## src/rtl/core/prwd_pkg.sv

```systemverilog
// Shared types, codes and field layout of the pixel readout word decoder.
// No dependencies; every module of the block imports this package.
package prwd_pkg;

	// Service counter store.
	localparam int SERVICE_CODES      = 64;
	localparam int CODE_W             = $clog2(SERVICE_CODES);
	localparam int SR_COUNT_WIDTH_DEF = 32;

	// Result kinds.
	localparam logic [1:0] KIND_EVENT   = 2'd0;
	localparam logic [1:0] KIND_HIT     = 2'd1;
	localparam logic [1:0] KIND_SERVICE = 2'd2;
	localparam logic [1:0] KIND_OOB_ERR = 2'd3;

	// Boundary marks, nested: session implies container implies chunk.
	localparam logic [1:0] BND_NONE      = 2'd0;
	localparam logic [1:0] BND_CHUNK     = 2'd1;
	localparam logic [1:0] BND_CONTAINER = 2'd2;
	localparam logic [1:0] BND_SESSION   = 2'd3;

	// Word types and record headers.
	localparam logic [1:0] TYPE_RECORD  = 2'd0;
	localparam logic [1:0] TYPE_TRIGGER = 2'd1;
	localparam logic [7:0] HDR_PIXEL    = 8'hE9;
	localparam logic [7:0] HDR_SERVICE  = 8'hEF;

	// Pixel matrix bounds.
	localparam logic [8:0] MAX_ROW = 9'd336;
	localparam logic [6:0] MAX_COL = 7'd80;

	// Configuration register indexes and reset values.
	localparam logic [0:0] CFG_HIT_DISC_MODE  = 1'b0;
	localparam logic [0:0] CFG_BAD_WORD_LIMIT = 1'b1;
	localparam logic [7:0] BAD_LIMIT_RESET    = 8'd10;
	localparam logic [7:0] BAD_COUNT_MAX      = 8'hFF;

	// Output tdata layout, lowest field first.
	localparam int ROW_W       = 9;
	localparam int TD_ROW_LSB  = 40;
	localparam int TDATA_USED  = 105;
	localparam int TDATA_W     = 112;
	localparam int TDATA_PAD   = TDATA_W - TDATA_USED;

	typedef struct packed {
		logic [1:0]       kind;
		logic [23:0]      evt_tag;
		logic [4:0]       l1id;
		logic [9:0]       bcid;
		logic             header_missing;
		logic [ROW_W-1:0] row;
		logic [6:0]       col;
		logic [4:0]       tot;
		logic [5:0]       sr_code;
		logic [31:0]      sr_total;
		logic [5:0]       channel;
	} result_t;

	// Results caused by one word: up to three, slot 0 goes out first.
	typedef struct packed {
		logic [1:0]        count;
		result_t [2:0]     slot;
	} res_set_t;

	typedef struct packed {
		logic [1:0] hit_disc_mode;
		logic [7:0] bad_word_limit;
	} cfg_t;

	// ToT decode tables; table select 3 behaves as table 2.
	function automatic logic [4:0] tot_decode(input logic [1:0] mode, input logic [3:0] code);
		logic [4:0] offs;
		logic [4:0] val;
		offs = (mode == 2'd0) ? 5'd1 : ((mode == 2'd1) ? 5'd2 : 5'd3);
		if (code == 4'd15) begin
			val = 5'd0;
		end else if (code == 4'd14) begin
			val = (mode == 2'd0) ? 5'd14 : 5'd1;
		end else begin
			val = 5'({1'b0, code}) + offs;
		end
		return val;
	endfunction

endpackage

```

## src/rtl/core/prwd_svc_ram.sv

```systemverilog
// Per-code service counter store: a synchronous RAM with a registered read,
// per-entry valid bits for the container clear, and write forwarding.
// Depends on prwd_pkg.
module prwd_svc_ram #(
	parameter int COUNT_W = prwd_pkg::SR_COUNT_WIDTH_DEF
) (
	input  logic                        clk,
	input  logic                        arst_n,
	input  logic                        rd_en,
	input  logic [prwd_pkg::CODE_W-1:0] rd_addr,
	input  logic                        wr_en,
	input  logic [prwd_pkg::CODE_W-1:0] wr_addr,
	input  logic [COUNT_W-1:0]          wr_data,
	input  logic                        clear,
	output logic [COUNT_W-1:0]          rd_total
);
	import prwd_pkg::*;

	logic [COUNT_W-1:0]       mem [SERVICE_CODES];
	logic [COUNT_W-1:0]       rdata_q;
	logic [CODE_W-1:0]        raddr_q;
	logic [SERVICE_CODES-1:0] valid_q;
	logic                     fwd_vld_q;
	logic [CODE_W-1:0]        fwd_addr_q;
	logic [COUNT_W-1:0]       fwd_data_q;

	// Counter array with a registered read port.
	always_ff @(posedge clk) begin
		if (wr_en) begin
			mem[wr_addr] <= wr_data;
		end
		if (rd_en) begin
			rdata_q <= mem[rd_addr];
			raddr_q <= rd_addr;
		end
	end

	// Valid bits: a container clear drops all of them, a write sets its own.
	always_ff @(posedge clk or negedge arst_n) begin
		if (!arst_n) begin
			valid_q <= '0;
		end else begin
			if (clear || wr_en) begin
				valid_q <= (clear ? '0 : valid_q) |
					(wr_en ? (SERVICE_CODES'(1) << wr_addr) : '0);
			end
		end
	end

	// Last write, kept to cover a read issued on the same edge as that write.
	always_ff @(posedge clk or negedge arst_n) begin
		if (!arst_n) begin
			fwd_vld_q <= 1'b0;
		end else if (wr_en) begin
			fwd_vld_q <= 1'b1;
		end
	end

	always_ff @(posedge clk) begin
		if (wr_en) begin
			fwd_addr_q <= wr_addr;
			fwd_data_q <= wr_data;
		end
	end

	// A cleared entry reads as zero; otherwise the newest data wins.
	always_comb begin
		if (!valid_q[raddr_q]) begin
			rd_total = '0;
		end else if (fwd_vld_q && (fwd_addr_q == raddr_q)) begin
			rd_total = fwd_data_q;
		end else begin
			rd_total = rdata_q;
		end
	end

endmodule

```

## src/rtl/core/prwd_decode.sv

```systemverilog
// Decode stage: holds one accepted word, applies boundary effects, updates
// the event and chunk state and builds the word's result set.
// Depends on prwd_pkg; works with prwd_svc_ram for the service counters.
module prwd_decode #(
	parameter int COUNT_W = prwd_pkg::SR_COUNT_WIDTH_DEF
) (
	input  logic                        clk,
	input  logic                        arst_n,
	input  prwd_pkg::cfg_t              cfg,
	input  logic                        in_accept,
	input  logic [31:0]                 in_word,
	input  logic [1:0]                  in_bnd,
	output logic                        in_ready,
	input  logic [COUNT_W-1:0]          prior_total,
	output logic                        svc_wr_en,
	output logic [prwd_pkg::CODE_W-1:0] svc_wr_addr,
	output logic [COUNT_W-1:0]          svc_wr_data,
	output logic                        svc_clear,
	output prwd_pkg::res_set_t          res_set,
	output logic                        res_valid,
	input  logic                        res_ready
);
	import prwd_pkg::*;

	logic        valid_s1;
	logic [31:0] word_s1;
	logic [1:0]  bnd_s1;

	logic [23:0] tag_q,  tag_n;
	logic [4:0]  l1id_q, l1id_n;
	logic [9:0]  bcid_q, bcid_n;
	logic        open_q, open_n;
	logic [7:0]  bad_q,  bad_n;
	logic        halted_q, halted_n;

	logic               fire;
	logic               skip;
	logic               svc_we;
	logic [COUNT_W-1:0] base;
	logic [COUNT_W-1:0] sum;
	logic [1:0]         n;
	logic [4:0]         d1;
	logic [4:0]         d2;
	logic               oob;
	result_t            r;
	res_set_t           res_c;

	// Word fields.
	logic [5:0] channel;
	logic [1:0] wtype;
	logic [7:0] hdr;
	logic [6:0] col;
	logic [8:0] row;

	assign channel = word_s1[31:26];
	assign wtype   = word_s1[25:24];
	assign hdr     = word_s1[23:16];
	assign col     = word_s1[23:17];
	assign row     = word_s1[16:8];
	assign oob     = (col == 7'd0) || (row == 9'd0) || (col > MAX_COL) || (row > MAX_ROW);

	// The stage moves on when its results, if any, fit into the output buffer.
	assign fire      = valid_s1 && ((res_c.count == 2'd0) || res_ready);
	assign in_ready  = !valid_s1 || fire;
	assign res_valid = valid_s1 && (res_c.count != 2'd0);
	assign res_set   = res_c;

	assign svc_wr_en   = fire && svc_we;
	assign svc_wr_addr = word_s1[15:10];
	assign svc_wr_data = sum;
	assign svc_clear   = fire && (bnd_s1 >= BND_CONTAINER);

	// Stage register for the accepted word.
	always_ff @(posedge clk or negedge arst_n) begin
		if (!arst_n) begin
			valid_s1 <= 1'b0;
		end else if (in_accept) begin
			valid_s1 <= 1'b1;
		end else if (fire) begin
			valid_s1 <= 1'b0;
		end
	end

	always_ff @(posedge clk) begin
		if (in_accept) begin
			word_s1 <= in_word;
			bnd_s1  <= in_bnd;
		end
	end

	// Next state and result set of the word in the stage.
	always_comb begin
		r        = '0;
		res_c    = '0;
		n        = 2'd0;
		svc_we   = 1'b0;
		d1       = tot_decode(cfg.hit_disc_mode, word_s1[7:4]);
		d2       = tot_decode(cfg.hit_disc_mode, word_s1[3:0]);
		tag_n    = (bnd_s1 == BND_SESSION) ? '0 : tag_q;
		l1id_n   = (bnd_s1 == BND_SESSION) ? '0 : l1id_q;
		bcid_n   = (bnd_s1 == BND_SESSION) ? '0 : bcid_q;
		bad_n    = (bnd_s1 == BND_SESSION) ? '0 : bad_q;
		open_n   = (bnd_s1 >= BND_CONTAINER) ? 1'b0 : open_q;
		skip     = (bnd_s1 != BND_NONE) ? 1'b0 : halted_q;
		halted_n = skip;
		base     = (bnd_s1 >= BND_CONTAINER) ? '0 : prior_total;
		sum      = base + COUNT_W'(word_s1[9:0]);
		if (!skip) begin
			case (wtype)
				TYPE_TRIGGER: begin
					tag_n = word_s1[23:0];
				end
				TYPE_RECORD: begin
					if (hdr == HDR_PIXEL) begin
						l1id_n        = word_s1[14:10];
						bcid_n        = word_s1[9:0];
						open_n        = 1'b1;
						r             = '0;
						r.kind        = KIND_EVENT;
						r.evt_tag     = tag_n;
						r.l1id        = l1id_n;
						r.bcid        = bcid_n;
						r.channel     = channel;
						res_c.slot[n] = r;
						n             = n + 2'd1;
					end else if (hdr == HDR_SERVICE) begin
						svc_we        = 1'b1;
						r             = '0;
						r.kind        = KIND_SERVICE;
						r.sr_code     = word_s1[15:10];
						r.sr_total    = 32'(sum);
						r.channel     = channel;
						res_c.slot[n] = r;
						n             = n + 2'd1;
					end else begin
						// A data record with no open event opens one itself.
						if (!open_n) begin
							open_n           = 1'b1;
							r                = '0;
							r.kind           = KIND_EVENT;
							r.l1id           = l1id_n;
							r.bcid           = bcid_n;
							r.header_missing = 1'b1;
							r.channel        = channel;
							res_c.slot[n]    = r;
							n                = n + 2'd1;
						end
						if (oob) begin
							if (bad_n != BAD_COUNT_MAX) begin
								bad_n = bad_n + 8'd1;
							end
							r             = '0;
							r.kind        = KIND_OOB_ERR;
							r.row         = row;
							r.col         = col;
							r.channel     = channel;
							res_c.slot[n] = r;
							n             = n + 2'd1;
						end else begin
							if (d1 != 5'd0) begin
								r             = '0;
								r.kind        = KIND_HIT;
								r.row         = row;
								r.col         = col;
								r.tot         = d1;
								r.channel     = channel;
								res_c.slot[n] = r;
								n             = n + 2'd1;
							end
							if (d2 != 5'd0) begin
								r             = '0;
								r.kind        = KIND_HIT;
								r.row         = 9'(row + 9'd1);
								r.col         = col;
								r.tot         = d2;
								r.channel     = channel;
								res_c.slot[n] = r;
								n             = n + 2'd1;
							end
						end
					end
				end
				default: begin
				end
			endcase
			halted_n = (bad_n > cfg.bad_word_limit);
		end
		res_c.count = n;
	end

	// Event and chunk state, updated as each word leaves the stage.
	always_ff @(posedge clk or negedge arst_n) begin
		if (!arst_n) begin
			tag_q    <= '0;
			l1id_q   <= '0;
			bcid_q   <= '0;
			open_q   <= 1'b0;
			bad_q    <= '0;
			halted_q <= 1'b0;
		end else if (fire) begin
			tag_q    <= tag_n;
			l1id_q   <= l1id_n;
			bcid_q   <= bcid_n;
			open_q   <= open_n;
			bad_q    <= bad_n;
			halted_q <= halted_n;
		end
	end

endmodule

```

## src/rtl/core/prwd_res_buf.sv

```systemverilog
// Output buffer: holds the result set of one word and hands the results
// out one per cycle while out_ready is high; the last one of the set carries the last mark.
// Depends on prwd_pkg.
module prwd_res_buf (
	input  logic               clk,
	input  logic               arst_n,
	input  prwd_pkg::res_set_t res_set,
	input  logic               res_valid,
	output logic               res_ready,
	output logic               out_valid,
	input  logic               out_ready,
	output prwd_pkg::result_t  out_res,
	output logic               out_last
);
	import prwd_pkg::*;

	logic [1:0]    cnt_q;
	result_t [2:0] slot_q;
	logic          load;
	logic          take;

	assign out_valid = (cnt_q != 2'd0);
	assign out_last  = (cnt_q == 2'd1);
	assign out_res   = slot_q[0];
	assign take      = out_valid && out_ready;
	assign res_ready = (cnt_q == 2'd0) || (out_last && out_ready);
	assign load      = res_valid && res_ready;

	// Number of results still to go.
	always_ff @(posedge clk or negedge arst_n) begin
		if (!arst_n) begin
			cnt_q <= 2'd0;
		end else if (load) begin
			cnt_q <= res_set.count;
		end else if (take) begin
			cnt_q <= cnt_q - 2'd1;
		end
	end

	// Result slots; each taken result shifts the rest down.
	always_ff @(posedge clk) begin
		if (load) begin
			slot_q <= res_set.slot;
		end else if (take) begin
			slot_q[0] <= slot_q[1];
			slot_q[1] <= slot_q[2];
		end
	end

endmodule

```

## src/rtl/core/pixel_readout_word_decoder.sv

```systemverilog
// Top level of the pixel readout word decoder: input channel, config port,
// decode stage, service counter RAM and output buffer.
// Depends on prwd_pkg, prwd_svc_ram, prwd_decode and prwd_res_buf.
//
// Use: readout words enter on the s_ channel (tdata = raw_word, tuser =
// boundary mark). Results leave on the m_ channel: tuser is the result kind,
// tlast marks the last result caused by a word, tdata carries the fields.
// A word produces zero to three results.
// Path: a word accepted at a clock edge is decoded in the next cycle; its
// results are loaded into the output buffer once it has room, and that buffer drives the m_ channel.
// Throughput: one word per cycle while each word produces at most one
// result and m_tready stays high; a word with two or three results holds
// the output until all of them are taken. The rate is set by the output buffer;
// the one read-modify-write per word of the service counter RAM, read on the
// accepting edge and written back when the word leaves decode, does not limit it.
// Reset: all state clears at once; the counter RAM has per-entry valid bits,
// so there is no clearing pass and words are accepted right after reset.
// Stall: while the receiver holds m_tready low the current result holds;
// words with no results still pass, the next word with results waits in
// decode, after which s_tready drops.
// Configuration is written through cfg_we, cfg_index and cfg_data.
module pixel_readout_word_decoder #(
	parameter int SR_COUNT_WIDTH = prwd_pkg::SR_COUNT_WIDTH_DEF
) (
	input  logic                         clk,
	input  logic                         arst_n,
	// Input channel.
	input  logic                         s_tvalid,
	output logic                         s_tready,
	input  logic [31:0]                  s_tdata,  // raw_word
	input  logic [1:0]                   s_tuser,  // boundary
	// Output channel.
	output logic                         m_tvalid,
	input  logic                         m_tready,
	// evt_tag, l1id, bcid, header_missing, row, col, tot, sr_code,
	// sr_total, channel, zero padding
	output logic [prwd_pkg::TDATA_W-1:0] m_tdata,
	output logic [1:0]                   m_tuser,  // kind
	output logic                         m_tlast,
	// Configuration write port.
	input  logic                         cfg_we,
	input  logic [0:0]                   cfg_index,
	input  logic [7:0]                   cfg_data
);
	import prwd_pkg::*;

	cfg_t                      cfg_q;
	logic                      accept;
	logic [SR_COUNT_WIDTH-1:0] prior_total;
	logic                      svc_wr_en;
	logic [CODE_W-1:0]         svc_wr_addr;
	logic [SR_COUNT_WIDTH-1:0] svc_wr_data;
	logic                      svc_clear;
	res_set_t                  res_set;
	logic                      res_valid;
	logic                      res_ready;
	result_t                   out_res;

	assign accept = s_tvalid && s_tready;

	// Configuration registers.
	always_ff @(posedge clk or negedge arst_n) begin
		if (!arst_n) begin
			cfg_q.hit_disc_mode  <= 2'd0;
			cfg_q.bad_word_limit <= BAD_LIMIT_RESET;
		end else if (cfg_we) begin
			case (cfg_index)
				CFG_HIT_DISC_MODE: begin
					cfg_q.hit_disc_mode <= cfg_data[1:0];
				end
				CFG_BAD_WORD_LIMIT: begin
					cfg_q.bad_word_limit <= cfg_data;
				end
				default: begin
				end
			endcase
		end
	end

	// Service counters, read at the code field of the accepted word.
	prwd_svc_ram #(
		.COUNT_W(SR_COUNT_WIDTH)
	) u_svc_ram (
		.clk     (clk),
		.arst_n  (arst_n),
		.rd_en   (accept),
		.rd_addr (s_tdata[15:10]),
		.wr_en   (svc_wr_en),
		.wr_addr (svc_wr_addr),
		.wr_data (svc_wr_data),
		.clear   (svc_clear),
		.rd_total(prior_total)
	);

	prwd_decode #(
		.COUNT_W(SR_COUNT_WIDTH)
	) u_decode (
		.clk        (clk),
		.arst_n     (arst_n),
		.cfg        (cfg_q),
		.in_accept  (accept),
		.in_word    (s_tdata),
		.in_bnd     (s_tuser),
		.in_ready   (s_tready),
		.prior_total(prior_total),
		.svc_wr_en  (svc_wr_en),
		.svc_wr_addr(svc_wr_addr),
		.svc_wr_data(svc_wr_data),
		.svc_clear  (svc_clear),
		.res_set    (res_set),
		.res_valid  (res_valid),
		.res_ready  (res_ready)
	);

	prwd_res_buf u_res_buf (
		.clk      (clk),
		.arst_n   (arst_n),
		.res_set  (res_set),
		.res_valid(res_valid),
		.res_ready(res_ready),
		.out_valid(m_tvalid),
		.out_ready(m_tready),
		.out_res  (out_res),
		.out_last (m_tlast)
	);

	// Pack the result fields, lowest field first.
	assign m_tuser = out_res.kind;
	assign m_tdata = {
		{TDATA_PAD{1'b0}},
		out_res.channel,
		out_res.sr_total,
		out_res.sr_code,
		out_res.tot,
		out_res.col,
		out_res.row,
		out_res.header_missing,
		out_res.bcid,
		out_res.l1id,
		out_res.evt_tag
	};

endmodule

```

## config.mk

```make
export PLATFORM = sky130hd
export DESIGN_NAME = pixel_readout_word_decoder
export DESIGN_NICKNAME = d
export VERILOG_FILES = /design/src/rtl/core/prwd_pkg.sv /design/src/rtl/core/prwd_svc_ram.sv /design/src/rtl/core/prwd_decode.sv /design/src/rtl/core/prwd_res_buf.sv /design/src/rtl/core/pixel_readout_word_decoder.sv
export SDC_FILE = /design/constraint.sdc
export NUM_CORES = 2
export LEC_CHECK = 0
export BUFFER_PORTS_ARGS = -buffer_cell sky130_fd_sc_hd__buf_4
export CAP_MARGIN = 20
export CORE_MARGIN = 4
export CORE_UTILIZATION = 45
export CTS_BUF_LIST = sky130_fd_sc_hd__clkbuf_16
export CTS_CLUSTER_SIZE = 40
export DETAILED_ROUTE_END_ITERATION = 10
export GPL_TIMING_DRIVEN = 0
export MAX_ROUTING_LAYER = met4
export PLACE_DENSITY = 0.57
export SLEW_MARGIN = 20
export SYNTH_ARGS = -nofsm -noshare
export SYNTH_HDL_FRONTEND = slang
export SYNTH_HIERARCHICAL = 1
export SYNTH_SLANG_ARGS = --single-unit
```

## constraint.sdc

```tcl
create_clock -name clk -period 8.47 [get_ports clk]
set_input_delay 2.541 -clock clk [delete_from_list [all_inputs] [get_ports clk]]
set_output_delay 2.541 -clock clk [all_outputs]
set_load 0.01 [all_outputs]
```

# After elaboration in Yosys (flattened, before gate mapping)
# Memories as Yosys holds them, arrays and structs flattened. A register that Yosys moved wholly into a read port is not among the register bits.
# Cells that the tools add are included.
[totals]
register_bits = 526
latch_bits = 0
ramBits = 2048
romBits = 0
input_bits = 48
out_inout_bits = 117
word_cells = 214
n_memories = 1
[op_classes]
n_addsub = 8
mul = 0
div_mod_pow = 0
magnitude_cmp = 9
eq_ne = 12
shifts = 1
muxes = 95
bitwise = 3
reduce_logical = 35
[mem_list]
columns = ["name", "words", "word_bits", "read_ports", "rd_ports_with_merged_regs", "write_ports", "line_no", "text"]
rows = [
  ["u_svc_ram.mem", 64, 32, 1, 1, 1, "prwd_svc_ram.sv:19", "logic [COUNT_W-1:0] mem [SERVICE_CODES];"],
]
[op_table]
columns = ["op", "n"]
rows = [
  ["2-to-1 mux 321 bit", 8],
  ["2-to-1 mux 107 bit", 10],
  ["bitwise mux 321 bit", 3],
  ["2-to-1 mux 214 bit", 4],
  ["demux 107 bit (select 2 bit)", 2],
  ["2-to-1 mux 64 bit", 2],
  ["2-to-1 mux 32 bit", 3],
  ["2-to-1 mux 81 bit", 1],
  ["2-to-1 mux 24 bit", 3],
  ["2-to-1 mux 8 bit", 8],
  ["bitwise OR 64 bit", 1],
  ["left shift 1 x 6 -> 64 bit, first input constant", 1],
  ["2-to-1 mux 5 bit", 9],
  ["2-to-1 mux 10 bit", 4],
  ["2-to-1 mux 2 bit", 18],
  ["adder 32 x 10 -> 32 bit", 1],
  ["2-to-1 mux 1 bit", 18],
  ["equality test 4 bit, second input constant", 4],
  ["equality test 8 bit, second input constant", 2],
  ["logical AND 1 bit", 11],
  ["adder 4 x 5 -> 5 bit", 2],
  ["nonzero test 2 bit", 5],
  ["nonzero test 5 bit", 2],
  ["adder 9 x 1 -> 9 bit, second input constant", 1],
  ["other kinds (24)", 40],
]

# Depth between registers and ports, before layout
[logic_depth]
depth_word = 27
mapped_depth = 21
mapped_depth_nobuf = 19

# Modules after synthesis
# The synthesis kept the hierarchy.
[by_module_without_submodules]
columns = ["module", "instances", "cells_per_inst", "area_each_um2", "seq_area_each_um2"]
rows = [
  ["prwd_svc_ram", 1, 3762, 83376.2, 65407.7],
  ["prwd_res_buf", 1, 685, 13666.9, 9689.3],
  ["prwd_decode", 1, 1003, 8217.9, 2272.2],
  ["pixel_readout_word_decoder", 1, 31, 475.5, 252.7],
]

# Least setup slack after synthesis
# No wires, ideal clock.
[synth_timing]
path_kind = "in2reg"
startpoint = "in m_tready"
endpoint = "mem u_svc_ram/mem[56][0] in the netlist's numbering, enable pin"
setup_ps = 421
arrival_ps = 6953
t_required_ps = 8049
setup_slack_ps = 1095
path_stages = 8
n_path_buf = 1
path_cell_list = "a21oi_2 inv_2 or3_4 nand2_1 nor2_1 nand3b_1 clkbuf_1 nor2_1"
[synth_via]
elab_chain_cells = 7
[synth_lines]
columns = ["item", "line_no", "text"]
rows = [
  ["start: declaration", "pixel_readout_word_decoder.sv:34", "input logic m_tready,"],
  ["logical AND 1 bit", "prwd_res_buf.sv:26", "assign res_ready = (cnt_q == 2'd0) || (out_last && out_ready);"],
  ["logical OR 1 bit", "prwd_res_buf.sv:26", ""],
  ["via res_ready", "pixel_readout_word_decoder.sv:56", "logic res_ready;"],
  ["logical OR 1 bit", "prwd_decode.sv:63", "assign fire = valid_s1 && ((res_c.count == 2'd0) || res_ready);"],
  ["logical AND 1 bit", "prwd_decode.sv:63", ""],
  ["logical AND 1 bit", "prwd_decode.sv:68", "assign svc_wr_en = fire && svc_we;"],
  ["via svc_wr_en", "pixel_readout_word_decoder.sv:50", "logic svc_wr_en;"],
  ["2-to-1 mux 1 bit", "prwd_svc_ram.sv:29", "if (wr_en) begin"],
  ["2-to-1 mux 1 bit (implied by the code)", "prwd_svc_ram.sv:30", "mem[wr_addr] <= wr_data;"],
  ["end: declaration", "prwd_svc_ram.sv:19", ""],
]
# The timed path passes the listed nets, and every way through them passes these cells.

# Final worst setup path
[layout_timing]
startpoint = "reg u_decode.word_s1[5]"
endpoint = "out s_tready"
[layout_via]
elab_chain_cells = 21
elab_cells_between_ends = 23
classes_between = "add/sub: 2; eq/ne: 2; mux: 14; reduce/logical: 5"
[layout_lines]
columns = ["item", "line_no", "text"]
rows = [
  ["start: declaration", "prwd_decode.sv:26", "logic [31:0] word_s1;"],
  ["start signal: assignment", "prwd_decode.sv:86", "word_s1 <= in_word;"],
  ["adder 4 x 5 -> 5 bit or equality test 4 bit (tied branches)", "prwd_pkg.sv:80, prwd_pkg.sv:77", ""],
  ["2-to-1 mux 5 bit", "prwd_pkg.sv:77", "end else if (code == 4'd14) begin"],
  ["2-to-1 mux 5 bit *", "prwd_pkg.sv:75", "if (code == 4'd15) begin"],
  ["nonzero test 5 bit *", "prwd_decode.sv:160", "if (d1 != 5'd0) begin"],
  ["2-to-1 mux 2 bit *", "prwd_decode.sv:160", ""],
  ["2-to-1 mux 2 bit *", "prwd_decode.sv:148", "if (oob) begin"],
  ["2-to-1 mux 2 bit *", "prwd_decode.sv:126", "end else if (hdr == HDR_SERVICE) begin"],
  ["2-to-1 mux 2 bit *", "prwd_decode.sv:114", "if (hdr == HDR_PIXEL) begin"],
  ["[... 5 more ...]", "n/a", ""],
  ["2-to-1 mux 2 bit *", "prwd_decode.sv:126", ""],
  ["2-to-1 mux 2 bit *", "prwd_decode.sv:114", ""],
  ["2-to-1 mux 2 bit *", "prwd_decode.sv:109", "case (wtype)"],
  ["2-to-1 mux 2 bit *", "prwd_decode.sv:108", "if (!skip) begin"],
  ["logical NOT 2 bit *", "prwd_decode.sv:63", ""],
  ["logical OR 1 bit *", "prwd_decode.sv:63", ""],
  ["logical AND 1 bit *", "prwd_decode.sv:63", ""],
  ["logical OR 1 bit *", "prwd_decode.sv:64", "assign in_ready = !valid_s1 || fire;"],
  ["end: declaration", "pixel_readout_word_decoder.sv:29", "output logic s_tready,"],
]
# Mark *: on every way between the ends. The rest lies on a longest branch, timed or not. The select of a mux whose other input is x is not followed.

==> summary.log <==
INFO  synthesis      synth_area_in_xor_xnor=0.3810%
INFO  floorplanning  core_region_area=0.2332mm²
INFO  power          switching_power=7.012mW
INFO  synthesis      post_synth.cell_area_avg=19.29µm²
INFO  timing         finalClockSkew=82.71ps
INFO  layout         finish.cell_count_without_fillers=9623
INFO  synthesis      yosysTopAreaCell=edfxtp_1
INFO  hold_path      min_delay_path_depth=1
INFO  clocking       clkSlewWorstSetupHoldPaths=60ps
INFO  timing         report.final.hold_viol_count=0
INFO  hold_path      hold_path_startpoint=u_svc_ram/fwd_vld_q
INFO  timing         worst-slew-pin-transition=1234ps
INFO  floorplanning  io_pins=165
INFO  timing         grt_setup_unrepaired=no
INFO  synthesis      synth_seq_cells=2606
INFO  critical_path  rrSetupSlack=1370ps
INFO  power          vdd_ir_drop_max=184.3µV
INFO  timing         max_clock_freq=131.9MHz
INFO  synthesis      synth_ff_type=edfxtp_1
INFO  synthesis      yosys_warning_total=6
INFO  timing         slew_viol_final=0
INFO  synthesis      yosysTopAreaCellShare=70.40%
INFO  critical_path  critical_path_arrival=5040ps
INFO  synthesis      netlist_instances=5481
INFO  clocking       clkSinkCount=2606
INFO  power          p_leak=42.50nW
INFO  floorplanning  die_width=492.7µm
INFO  global_route   grt_pass1_wl=418100µm
INFO  synthesis      synth.yosys.seq_area_share=73.41%
INFO  drt            via_count=56170
INFO  drt            drt_pass1_iterations=7
INFO  clocking       cts-hold-fix-buffers=0
INFO  global_route   grt_max_degree=86
INFO  timing         period_share=89.54%
INFO  place          portBuffers=157
INFO  critical_path  cp_data_required_time=5930ps
INFO  synthesis      post_synth_fa_ha_maj_area_fraction=0.4118%
INFO  drt            postRouteWirelength=296800µm
INFO  synthesis      asyncSetResetFlopFracSynth=4.873%
INFO  layout         layout-drive-gt1-share=31.74%
INFO  layout         layout.nets=6364
INFO  critical_path  crit_type=reg2out
INFO  timing         max-slew-margin-rel=17.76%
INFO  hold_path      whs_endpoint=u_svc_ram/fwd_vld_q
INFO  clocking       cts_tree=done
INFO  place          dpl.cell_count=9123
INFO  clocking       worstSkewPairLatency=940ps
INFO  layout         area.growth.synth_to_final=18.02%
INFO  clocking       cts_root_buf=clkbuf_16
INFO  clocking       cts_max_level=5
INFO  drt            detailedRoute.firstIterationViolations=6896
INFO  flow_run       cap_viol_max_count=0
INFO  timing         period_minus_slack=7584ps
INFO  timing         finalSetupViolCount=0
INFO  place          half_perimeter_wire_length_of_the_detailed_placement_result=208000µm
INFO  power          pwr_density_cell=240.0mW/mm²
INFO  synthesis      synth_area=0.1057mm²
INFO  critical_path  critical_path.reg2reg.startpoint=u_decode/word_s1[5]
INFO  power          share_of_power_burned_in_registers=50.2%
INFO  synthesis      simple_logic_cell_fraction_of_the_synthesized_area=3.114%
INFO  floorplanning  die-height=492.7µm
INFO  synthesis      synth-edff-count=2479
INFO  critical_path  reg2regPathDepth=18
INFO  critical_path  setup.worst_path.end_class=output port
INFO  drt            drt.antenna.violating_nets=0
INFO  clocking       clockBufferDepth=4
INFO  synthesis      synth-compound-area-share=4.484%
INFO  floorplanning  die_area=0.2428mm²
INFO  timing         totalNegativeSetupSlack=0ps
INFO  global_route   global_route.overflow_total=0
INFO  power          pwr-share-clk=38.9%
INFO  synthesis      synth_top_family_by_area=multiplexers
INFO  global_route   first_global_vias=54790
INFO  floorplanning  initial_standard_cell_utilization_of_the_core=45.34%
INFO  floorplanning  placementRows=177
INFO  drt            post_drt_via_cell_ratio=5.837
INFO  clocking       cts_resizes=0
INFO  synthesis      muxShareOfSynthArea=14.24%
INFO  critical_path  crit_path_start_kind=register
INFO  synthesis      post_synth_num_cell_types=85
INFO  layout         finalCoreUtilization=53.51%
INFO  status         run_status=finished clean
INFO  synthesis      ys_top_cells_by_area=edfxtp_1 (70%), mux4_2 (11%), dfrtp_1 (3.0%), buf_4 (2.2%), mux2_4 (1.5%)
INFO  hold_path      timing.hold.worst.class=reg2reg
INFO  place          routabilityCongestion=0.9314
INFO  power          p_total=29.95mW
INFO  critical_path  crit_fanout=9
INFO  clocking       cts_buffers=290
INFO  global_route   antenna_violations_before_repair=23
INFO  global_route   globalRouteTotalUtil=24.94%
INFO  power          power.switching_fraction=23.41%
INFO  critical_path  rr_endpoint=u_svc_ram/mem[56][28]
INFO  drt            drt_drc_violations_left=0
INFO  drt            routedWlPerCell=30.85µm
INFO  power          combinationalPowerShare=10.9%
INFO  power          p_int=22.94mW
INFO  clocking       cts_setup_buffers=0
## cell usage after synthesis (4+ instances only)
cell and count:
a21o_1 7, or4_1 16, nor2b_1 75, o41ai_1 13
and2_1 66, nand4_1 18, or2_2 7, a22oi_1 196
o22ai_1 70, edfxtp_1 2479, mux2_4 108, o2111ai_1 6
a31oi_1 10, nor3_1 37, mux2_2 132, a311oi_1 13
nand3b_1 4, inv_1 105, dfrtp_1 125, a21oi_1 152
mux2i_1 47, clkbuf_1 121, mux4_2 508, ha_1 30
a221oi_1 16, a22o_1 86, xor2_1 16, nand2_1 107
nand3_1 41, and3_1 39, buf_4 304, o21ai_0 34
buf_2 100, buf_8 12, o31ai_1 6, buf_1 26
a211oi_1 37, nor2_1 163, buf_6 23, or3_1 4
nand2b_1 23, xnor2_1 30
## per-stage QoR
stage,worst slack [ps],area [µm²],hold WS (ps)
6_report,886.0,124800,478.8
3_5_place_dp,1302,116100,457.3
2_1_floorplan,1095,106300,439.2
4_1_cts,855.8,124800,477.5
5_1_grt,539.9,124800,504.6
3_3_place_gp,-3832,111400,457.9
## cells by family after synthesis
logic type      after synthesis
fa+ha+maj                    33
mux                         798
simple gates                627
buf+inv                     694
compound gates              675
other cells                   2
xor+xnor                     46
flops                      2606
## routing by layer
metal  GRT usage, %  routed length, µm
met5              -                  0
met4          8.536              11260
met3          3.714              22480
met2          38.84             142100
met1          33.96             120900
## layout make-up
type,instances,area [µm²]
flip-flops and latches,2606,77620
multi-input cells,2343,25390
fillers,18210,108400
inverters,108,412.9
diodes,8,20.02
clock buffers,295,7382
well taps,3132,3919
clock inverters,197,1305
plain buffers,586,3787
repair buffers,348,4957
## sequential cells by signal, indices dropped and copies added, names as in the netlist, 6 cells and up
signal                count
u_svc_ram/rdata_q        32
u_res_buf/slot_q        214
u_svc_ram/raddr_q         6
u_svc_ram/fwd_addr_q      6
u_decode/bcid_q          10
cfg_q                    10
u_decode/word_s1         32
u_res_buf/out_res       107
u_svc_ram/valid_q        64
u_decode/tag_q           24
u_svc_ram/mem          2048
u_svc_ram/fwd_data_q     32
u_decode/bad_q            8
## how the worst max path moves through the flow
stage | end | from | slack (ps)
after floorplan | u_svc_ram/mem[56][0] | m_tready | 1100
after global placement | u_svc_ram/mem[53][10] | u_decode/word_s1[5] | -3830
after detailed placement | u_svc_ram/mem[4][24] | u_decode/word_s1[5] | 1300
after CTS | s_tready | u_decode/word_s1[5] | 860
after global routing | s_tready | u_decode/word_s1[5] | 540
final | s_tready | u_decode/word_s1[5] | 890
## worst max-delay path, stage by stage, from the launching register on
cell	delay, ps
edfxtp_1	540
clkbuf_1	520
inv_1	140
fa_1	570
nor2b_1	130
mux2i_1	90
nor3_1	260
nand2_1	190
ha_1	400
and2_1	160
nand4_1	90
mux2i_2	150
nor2_1	510
nand2b_1	200
buf_4	190
## power by group through the flow
stage / Combinational [mW] / Sequential, mW / Clock, mW
finish: 3.28 / 15.0 / 11.6
global route: 3.47 / 15.1 / 12.5
CTS: 3.29 / 15.0 / 11.9
detailed placement: 3.28 / 15.3 / 0
global placement: 2.94 / 15.4 / 0
floorplan: 1.81 / 15.3 / 0
## cell usage in the layout (no fill, tap or decap), drive strengths merged, types with 42 or more instances in the layout
master,Yosys,layout
dfrtp,125,125
nand2,109,109
conb,2,164
mux2i,48,48
a22o,86,86
edfxtp,2479,2479
clkbuf,121,417
buf,465,812
and2,67,67
mux4,508,508
a21oi,153,153
inv,108,178
clkinv,0,108
nor2,164,164
mux2,242,242
nor2b,75,75
o22ai,70,70
a22oi,196,196
nand3,42,42
(Power assumes the default switching activity.)
